$ cat src/hw/rtl/dtd_pkg.sv
// ---------------------------------------------------------------------------
// dtd_pkg: shared types and constants of the task dispatch core
// Sizes, command and outcome codes, and the hazard test between two tasks.
// ---------------------------------------------------------------------------
package dtd_pkg;

  localparam int QueueDepth = 16;
  localparam int NumWorkers = 8;
  localparam int MaskBits   = 32;
  localparam int QIdxW      = $clog2(QueueDepth);
  localparam int QCntW      = $clog2(QueueDepth + 1);
  localparam int WIdW       = 3;
  localparam int TagW       = 16;

  localparam logic [1:0] CmdPush     = 2'd0;
  localparam logic [1:0] CmdRequest  = 2'd1;
  localparam logic [1:0] CmdExclReq  = 2'd2;
  localparam logic [1:0] CmdExclDone = 2'd3;

  localparam logic [2:0] OutQueued     = 3'd0;
  localparam logic [2:0] OutDispatched = 3'd1;
  localparam logic [2:0] OutNone       = 3'd2;
  localparam logic [2:0] OutFull       = 3'd3;
  localparam logic [2:0] OutGranted    = 3'd4;
  localparam logic [2:0] OutWaiting    = 3'd5;

  typedef struct packed {
    logic [MaskBits-1:0] rd;
    logic [MaskBits-1:0] wr;
    logic [MaskBits-1:0] qry;
  } masks_t;

  typedef struct packed {
    masks_t          m;
    logic [TagW-1:0] tag;
  } task_t;

  // Control from the sequencer to every queue cell.
  typedef struct packed {
    logic             load;     // write the incoming task at the tail
    logic             collapse; // remove the selected entry, shift the tail down
    logic [QIdxW-1:0] tail;
    logic [QIdxW-1:0] sel;
  } cell_ctl_t;

  function automatic logic conflicts(masks_t a, masks_t b);
    logic [MaskBits-1:0] common;
    logic nested;
    logic overlap;
    common  = a.qry & b.qry;
    nested  = (common == a.qry) || (common == b.qry);
    overlap = |((a.rd & b.wr) | (a.wr & b.rd) | (a.wr & b.wr));
    return nested && overlap;
  endfunction

endpackage

$ cat src/hw/rtl/dtd_cell.sv
// ---------------------------------------------------------------------------
// dtd_cell: one queue slot
// Holds one task, reports whether it is blocked, and takes its upper
// neighbor's task when the queue collapses at its slot or below it.
// ---------------------------------------------------------------------------
module dtd_cell (
  input  logic                        clk,
  input  logic [dtd_pkg::QIdxW-1:0]   idx,
  input  dtd_pkg::cell_ctl_t          ctl,
  input  dtd_pkg::task_t              new_task,
  input  dtd_pkg::task_t              upper_task,
  input  logic [dtd_pkg::NumWorkers-1:0] busy,
  input  dtd_pkg::masks_t             busy_m [dtd_pkg::NumWorkers],
  input  dtd_pkg::masks_t             excl_m,
  output dtd_pkg::task_t              task_q,
  output logic                        blocked
);

  dtd_pkg::task_t task_r;

  always_ff @(posedge clk) begin
    if (ctl.load && ctl.tail == idx) begin
      task_r <= new_task;
    end else if (ctl.collapse && idx >= ctl.sel) begin
      task_r <= upper_task;
    end
  end

  always_comb begin
    blocked = dtd_pkg::conflicts(excl_m, task_r.m);
    for (int k = 0; k < dtd_pkg::NumWorkers; k++) begin
      if (busy[k] && dtd_pkg::conflicts(busy_m[k], task_r.m)) blocked = 1'b1;
    end
  end

  assign task_q = task_r;

endmodule

$ cat config.mk
export PLATFORM = sky130hd
export DESIGN_NAME = dtd_cell
export DESIGN_NICKNAME = d
export VERILOG_FILES = /design/src/hw/rtl/dtd_pkg.sv /design/src/hw/rtl/dtd_cell.sv
export SDC_FILE = /design/constraint.sdc
export NUM_CORES = 1
export LEC_CHECK = 0
export ABC_CLOCK_PERIOD_IN_PS = 5900
export BUFFER_PORTS_ARGS = -buffer_cell sky130_fd_sc_hd__buf_2
export CAP_MARGIN = 20
export CORE_AREA = 2 2 480 482
export DETAILED_ROUTE_END_ITERATION = 8
export DIE_AREA = 0 0 482 484
export HOLD_SLACK_MARGIN = 0.03
export PLACE_DENSITY = 0.3
export SLEW_MARGIN = 20
export SYNTH_ARGS = -nofsm -noshare
export SYNTH_HDL_FRONTEND = slang
export SYNTH_SLANG_ARGS = --single-unit
$ cat constraint.sdc
create_clock -name clk -period 5.9 [get_ports clk]
set_input_delay 0.59 -clock clk [delete_from_list [all_inputs] [get_ports clk]]
set_output_delay 0.59 -clock clk [all_outputs]
set_load 0.01 [all_outputs]
==> run summary, run 1 <==
The initial antenna violation count was 193. Setup violations remaining at the end of the flow were counted as 0. The total wirelength of the detailed-routed design is 233000 um. The tightest slew margin relative to the limit came out at 17.0%.

The clock slew at the register clock pins of the worst setup and hold paths is 130 ps. At the end of routability-driven placement, the weighted congestion stood at 0.960. The area added between synthesis and finish came out at 96.4%. The worst-case IR drop observed on VDD is 188 uV. Counting distinct cell types in the post-synthesis netlist gives 45. The worst hold path belongs to the class in2reg.

Once the floorplan was initialized, standard cells occupied 5.24% of the core. By instance count, the cell type seen most on the critical path is sky130_fd_sc_hd__nand4_1. The site row count came out at 176. The share of the synthesized area in compound gates (AO/OA/AOI/OAI) came out at 37.1%. The top-level port count is 1224.

The worst setup path is captured at an output pin. The height of the die is 484 um. The simple-gate portion of the synthesized area came out at 19.0%. The final net count came out at 3822.

The proportion of power drawn by the clock network came out at 17.3%. Of the total synthesized cell area, the portion taken by full adders, half adders and majority gates is 0.418%. Of the synthesized area, sequential elements account for 28.1%. The cell sitting at the root of the clock tree is a sky130_fd_sc_hd__clkbuf_16. The width of the chip came out at 482 um. The sequential cell area is 0.00336 mm2.

The pin count of the biggest net entering global routing came out at 113. After synthesis, the largest family of logic cells by area is compound AO/OA/AOI/OAI gates. The area of the multi-input gates came out at 0.00813 mm2.

The post-detailed-placement cell area came out at 0.0228 mm2. The detailed-route via count is 22600. The HPWL after detailed placement is 203000 um. The wire length of the first global-routing pass is 277000 um.

The average footprint of a synthesized cell came out at 8.43 um2. The number of flip-flops under the largest register name came out at 112. Yosys mapped a number of flops with a built-in enable equal to 112.

The CTS tree is yes. The async set or reset register ratio after synthesis is 0%. The startpoint of the tightest hold check path is upper_task[99]. In this design, the largest share of critical-path delay is due to simple AND/OR/NAND/NOR gates.

The aggregate global routing overflow is 0. The cell leakage power is 9.28 nW. The arrival time of data at the critical path endpoint is 5220 ps. The number of warnings issued by yosys is 0. The violation count after the first detailed-routing iteration is 2795. The post-synthesis mux area share is 10.5%. The internal power is 2.13 mW.

In the final routed layout, each cell accounts on average for 39.5 um. The TritonCTS sink count is 112. The count of pins over their slew limit is 0.

The largest fanout of any net on the critical path is 11. The count of max-cap constraint violations came out at 0. The finished layout cell area is 0.0235 mm2.

The number of hold-slack violations in the final timing report came out at 0. The critical path in this run is classified as reg2out. The startpoint class of the critical path is a flip-flop. The sequential share of power came out at 27.2%. Among all stages on the critical path, the largest delay is contributed by sky130_fd_sc_hd__nor4_1. The via count of the first global-routing pass came out at 22200. The floorplan step defined a die boundary enclosing 0.233 mm2. Setup repair after global routing left no endpoint under its margin. The post-route clock period utilization came out at 98.6%. The clock period minus final worst setup slack is 5810 ps. For this run, design rule violations remaining after detail routing come to 0. The power spent charging and discharging nets is 2.62 mW.

The library cell used most frequently in the layout, excluding fill and tap cells, is sky130_fd_sc_hd__buf_2. The required arrival time at the worst endpoint is 5310 ps. The sum of negative setup slack came out at 0 ps. The synthesized area is 0.0120 mm2. The deepest level of the CTS H-tree is 3. The prevailing post-synth register cell is sky130_fd_sc_hd__edfxtp_1. The synthesized netlist cell count is 1419.

Counting the buffers created by CTS gives 9. For this design the ratio of total power to cell area is 202 mW/mm2. The fraction of layout instances using a drive strength above 1 is 56.1%.

Based on the critical path, the design can be clocked at up to 172 MHz. The core area came out at 0.229 mm2. The synthesized netlist devotes 0.293% of its cell area to XOR and XNOR gates. The global routing usage summed across all routing layers came out at 19.0%. The clock passes through at most 2 buffers. The combinational share of power came out at 55.5%. The maximum cell stage delay along the critical path is 930 ps. The critical path goes through buf_4, a22oi_1, nand4_1, nor4_1, nand4_1, o211a_1, a31o_1, or4_1, buf_2. The proportion of total power due to net switching came out at 55.2%. Hold repair after CTS inserted 0 buffers. The post-detailed-route count of antenna-violating nets came out at 0. After filler insertion, the fill cell instance count of the layout stands at 27000. The number of synthesized register bits is 112. The number of buffers inserted by port buffering is 1223.

Counting both buffers and inverters, the worst setup path holds a total of 2. Counting every net in the synthesized netlist gives 2534. The most critical setup path has its startpoint at task_q[69]. The ratio of routed vias to standard cells is 3.83. For the pin with the worst max-slew slack, the measured transition is 1240 ps.

The run finished with clean final reports. The number of detailed-routing iterations run before antenna repair came out at 6. The top cell types in the final layout, fill and taps aside, are sky130_fd_sc_hd__buf_2 (1223), sky130_fd_sc_hd__o21ai_0 (243), sky130_fd_sc_hd__a22oi_1 (206).
metrics by stage:
stage / hold WS [ps] / std cells / power (mW) / utilization (%) / worst slack (ps)
6_report: 397 / 5894 / 4.74 / 10.3 / 85.4
5_1_grt: 378 / 5854 / 4.86 / 10.2 / 143
4_1_cts: 344 / 5738 / 4.76 / 10.1 / 52.6
3_5_place_dp: 894 / 5721 / 3.89 / 9.97 / 263
3_3_place_gp: 897 / 5719 / 3.93 / 9.94 / 264
2_1_floorplan: 810 / 1419 / 1.85 / - / 854
synth_stat cells (16+ instances only):
cell type	count	area (um2)
sky130_fd_sc_hd__a2111o_1	18	203
sky130_fd_sc_hd__a2111oi_0	16	140
sky130_fd_sc_hd__a22o_1	24	210
sky130_fd_sc_hd__a22oi_1	206	1550
sky130_fd_sc_hd__and4_1	16	140
sky130_fd_sc_hd__clkbuf_1	82	308
sky130_fd_sc_hd__edfxtp_1	112	3360
sky130_fd_sc_hd__inv_1	38	143
sky130_fd_sc_hd__mux2_2	112	1260
sky130_fd_sc_hd__nand2_1	25	93.8
sky130_fd_sc_hd__nand2b_1	53	332
sky130_fd_sc_hd__nand4_1	115	719
sky130_fd_sc_hd__nor2b_1	65	407
sky130_fd_sc_hd__nor4_1	43	269
sky130_fd_sc_hd__o2111ai_1	17	149
sky130_fd_sc_hd__o21ai_0	244	1220
sky130_fd_sc_hd__o22ai_1	122	763
final timing paths:
kind,end,slack (ps),depth (start not counted)
setup / recovery,blocked,90,9
hold / removal,task_q[99],400,2
power groups by stage:
stage	clock, mW	sequential, mW	combinational [mW]
6_report	0.821	1.29	2.63
4_1_cts	0.877	1.28	2.60
3_3_place_gp	0	1.31	2.62
5_1_grt	0.876	1.29	2.69
3_5_place_dp	0	1.31	2.59
2_1_floorplan	0	1.16	0.685
repair_timing:
action                     4_1_cts  5_1_grt
buffers inserted                 1        0
setup endpoints to repair        1        0
resized for setup                3        0
metal layers:
layer  global-route usage [%]  vias up  routed length, um
met5                        0        -                278
met4                     8.80       40              12700
li1                         -     8678                  -
met1                     25.1    11300              99400
met2                     28.6     2151              98300
met3                     4.92      390              21800
layout make-up:
cell class / instances / area share [%]
antenna: 156 / 1.66
sequential: 112 / 14.3
tap: 3026 / 16.1
multi-input combinational: 1166 / 34.6
clock buffer: 9 / 0.958
inverter: 43 / 0.687
clock inverter: 7 / 0.405
timing repair buffer: 1375 / 31.3
cells by family (layout without fill, tap and decap cells):
group	Yosys count	count (layout)
AO/OA/AOI/OAI	675	675
AND/OR/NAND/NOR	371	371
buffers and inverters	141	1434
multiplexers	112	112
flip-flops	112	112
adder cells (fa/ha/maj)	4	4
XOR/XNOR	4	4
other	0	156
(Power assumes the default switching activity.)
==> run 2: changes to the inputs <==
--- a/config.mk
+++ b/config.mk
@@ -5,12 +5,12 @@
 export SDC_FILE = /design/constraint.sdc
 export NUM_CORES = 1
 export LEC_CHECK = 0
-export ABC_CLOCK_PERIOD_IN_PS = 5900
+export ABC_CLOCK_PERIOD_IN_PS = 6800
 export BUFFER_PORTS_ARGS = -buffer_cell sky130_fd_sc_hd__buf_2
 export CAP_MARGIN = 20
-export CORE_AREA = 2 2 480 482
+export CORE_AREA = 2 2 476 478
 export DETAILED_ROUTE_END_ITERATION = 8
-export DIE_AREA = 0 0 482 484
+export DIE_AREA = 0 0 478 480
 export HOLD_SLACK_MARGIN = 0.03
 export PLACE_DENSITY = 0.3
 export SLEW_MARGIN = 20
==> constraint.sdc (replaced) <==
create_clock -name clk -period 6.8 [get_ports clk]
set_input_delay 0.68 -clock clk [delete_from_list [all_inputs] [get_ports clk]]
set_output_delay 0.68 -clock clk [all_outputs]
set_load 0.01 [all_outputs]
==> run 2 against run 1 <==
Compared with the run above: total power is 15% lower; sequential share of layout area increased by 0.34 points; final cell count fell by 2.2%; first-iteration DRC count grew 4.9%; clock power shrank 16%; final area shrank 2.3%; non-clock buffer count fell by 42; critical path type unchanged.
==> run summary, run 2 (synthesized netlist as in run 1, its figures left out) <==
The violation count after the first detailed-routing iteration came out at 2933 (+4.9%). The final count of negative-setup-slack endpoints is 0 (unchanged). The critical path goes through buf_4, a22oi_1, nand4_1, nor4_1, nand4_1, o211a_1, a31o_1, or4_1, buf_4, buf_2.

The via count of the first global-routing pass is 21900 (-1.7%). The finished layout cell area came to 0.0230 mm2 (-2.3%). The TritonCTS sink count came out at 112 (unchanged). The number of gates resized after cts is 0 (-3).

The HPWL after detailed placement is 198000 um (-2.1%). The maximum ir drop on the vdd rail came out at 159 uV (-15%). The most frequent standard cell in the layout excluding fill and tap cells is sky130_fd_sc_hd__buf_2. The arrival time of data at the critical path endpoint is 5250 ps (+30 ps).

The cell leakage power was 9.06 nW (-2.3%). The number of clock buffers inserted by TritonCTS was 9 (unchanged). After layout, the worst path uses 87.3% of the clock period.

The slowest stage of the critical path belongs to the cell sky130_fd_sc_hd__nor4_1. The ratio of routed vias to standard cells came out at 3.89 (+1.6%). The width of the chip came out at 478 um (-0.83%). The flow ran to the end, and the final reports show no timing, DRC or antenna violations.

The number of flip-flops under the largest register name came to 112 (unchanged). The global routing usage summed across all routing layers came to 19.0% (about the same). The final non-filler cell total was 5766 (-2.2%). The aggregate global routing overflow was 0 (unchanged). The met1 track demand over resource came out at 23.6% (-1.4 points). The count of pins over their slew limit came out at 0 (unchanged).

The post-detailed-placement cell area was 0.0224 mm2 (-1.7%). The die footprint came out at 0.229 mm2 (-1.6%). The required arrival time at the worst endpoint is 6120 ps (+810 ps).

Setup repair after global routing left no endpoint under its margin. The count of buffers added by post-CTS timing repair for setup is 0 (-1). The pin count of the biggest net entering global routing is 94 (-17%). The worst hold-check slack was 493 ps (+95.9 ps).

The worst hold path belongs to the class in2reg. The final weighted congestion in routability-driven placement is 0.983 (+2.4%). The slew at the pin closest to its max-slew limit came out at 1190 ps (-54.2 ps).

The number of design rule violations left after detail routing is 0 (unchanged). Grouping stages by cell kind, the critical path spends the most delay in simple AND/OR/NAND/NOR gates. The worst setup path is launched from a flip-flop. The number of hold buffers added after CTS is 0 (unchanged). The number of detailed-routing iterations run before antenna repair came out at 5 (-1). STA classifies the critical path endpoint as an output pin. The clock slew at the register clock pins of the worst setup and hold paths was 120 ps (about the same).

The wire length of the first global-routing pass is 273000 um (-1.4%). The core area came out at 0.224 mm2 (-2.0%). The count of buffer and inverter cells on the critical path was 3 (+1). The routing usage on met3 came out at 7.44% (+2.5 points). The achievable clock frequency came out at 169 MHz. The critical path start-end classification is reg2out.

The mean routed wirelength per cell was 39.8 um (+0.95%). The worst hold path cell count is 2 (unchanged). The height of the die came out at 480 um (-0.83%).

The post-detailed-route count of antenna-violating nets is 0 (unchanged). The deepest level of the CTS H-tree came to 3 (unchanged). The cell sitting at the root of the clock tree is a sky130_fd_sc_hd__clkbuf_16. The capture endpoint of the worst hold path is task_q[5]. The count of max-cap constraint violations is 0 (unchanged). The detailed-route via count is 22500 (-0.62%). The end-of-flow core utilization came out at 10.2% (-0.037 points). The top-level port count is 1224 (unchanged). The CTS tree is yes. The site row count came to 174 (-1.1%). The startpoint of the tightest hold check path is new_task[5]. From synthesis to final layout, the design area changed by 91.8%.

The overall power is 4.01 mW (-15%). The fraction of layout instances using a drive strength above 1 came to 55.3% (-0.77 points). The clock period minus final worst setup slack came out at 5930 ps.

The maximum cell stage delay along the critical path was 920 ps (about the same). The top cell types in the final layout, fill and taps aside, are sky130_fd_sc_hd__buf_2 (1223), sky130_fd_sc_hd__o21ai_0 (243), sky130_fd_sc_hd__a22oi_1 (206). The number of hold-slack violations in the final timing report came out at 0 (unchanged). The total power divided by cell area is 175 mW/mm2 (-13%).

The number of buffers inserted by port buffering came out at 1223 (unchanged). The largest fanout of any net on the critical path came out at 10 (-1). The layer flagged by global routing as most heavily used is met2. The maximum root-to-sink buffer count came to 2 (unchanged). The starting utilization of the core area is 5.34% (+0.11 points). The total wirelength of the detailed-routed design is 230000 um (-1.2%). The met2 track demand over resource in global routing is 27.8% (-0.85 points). The initial antenna violation count was 175 (-9.3%). The final net count is 3780 (-1.1%). The number of placed instances, taps included is 5646 (-1.3%). The tightest slew margin relative to the limit came out at 20.7% (+3.6 points).
## run 2: changes by cell type in the layout (fill, tap and decap cells not counted), moves of 3 or more
cell                      delta
sky130_fd_sc_hd__diode_2    -52
sky130_fd_sc_hd__buf_4      -41
sky130_fd_sc_hd__buf_12      -3
sky130_fd_sc_hd__buf_8       +3
## run 2: how the worst max path moves through the flow
| stage | from | to | slack, ps | cells after the start |
|---|---|---|---|---|
| 2_1_floorplan | ctl[5] | task_q[0] | 1660 | 5 |
| 5_1_grt | task_q[72] | blocked | 700 | 10 |
| 3_3_place_gp | task_q[76] | blocked | -20 | 8 |
| 6_report | task_q[72] | blocked | 870 | 10 |
| 4_1_cts | task_q[72] | blocked | 740 | 10 |
| 3_5_place_dp | task_q[72] | blocked | 1330 | 10 |
## run 2: where the power goes
group	total, mW	switching [mW]	internal (mW)
Sequential	1.08	0.214	0.865
Combinational	2.24	1.57	0.667
Clock	0.693	0.427	0.267
Total	4.01	2.21	1.80
## run 2: final cells by class
type | count | area [um2]
fill | 26400 | 201000
multi-input combinational | 1166 | 8120
timing repair buffer | 1333 | 7000
tap | 2992 | 3740
sequential | 112 | 3360
antenna | 104 | 260
clock buffer | 9 | 225
inverter | 43 | 161
clock inverter | 7 | 78.8
## run 2: metrics by stage
stage	setup TNS, ps	worst slack [ps]
4_1_cts	0	742
5_1_grt	0	700
3_5_place_dp	0	1330
3_3_place_gp	-17.7	-17.7
6_report	0	867
2_1_floorplan	0	1660
## run 2: per-layer routing
layer / routed length, um / part of all wire (%)
met5: 431 / 0.19
met3: 25600 / 11
met1: 94500 / 41
met2: 94800 / 41
met4: 14200 / 6.2
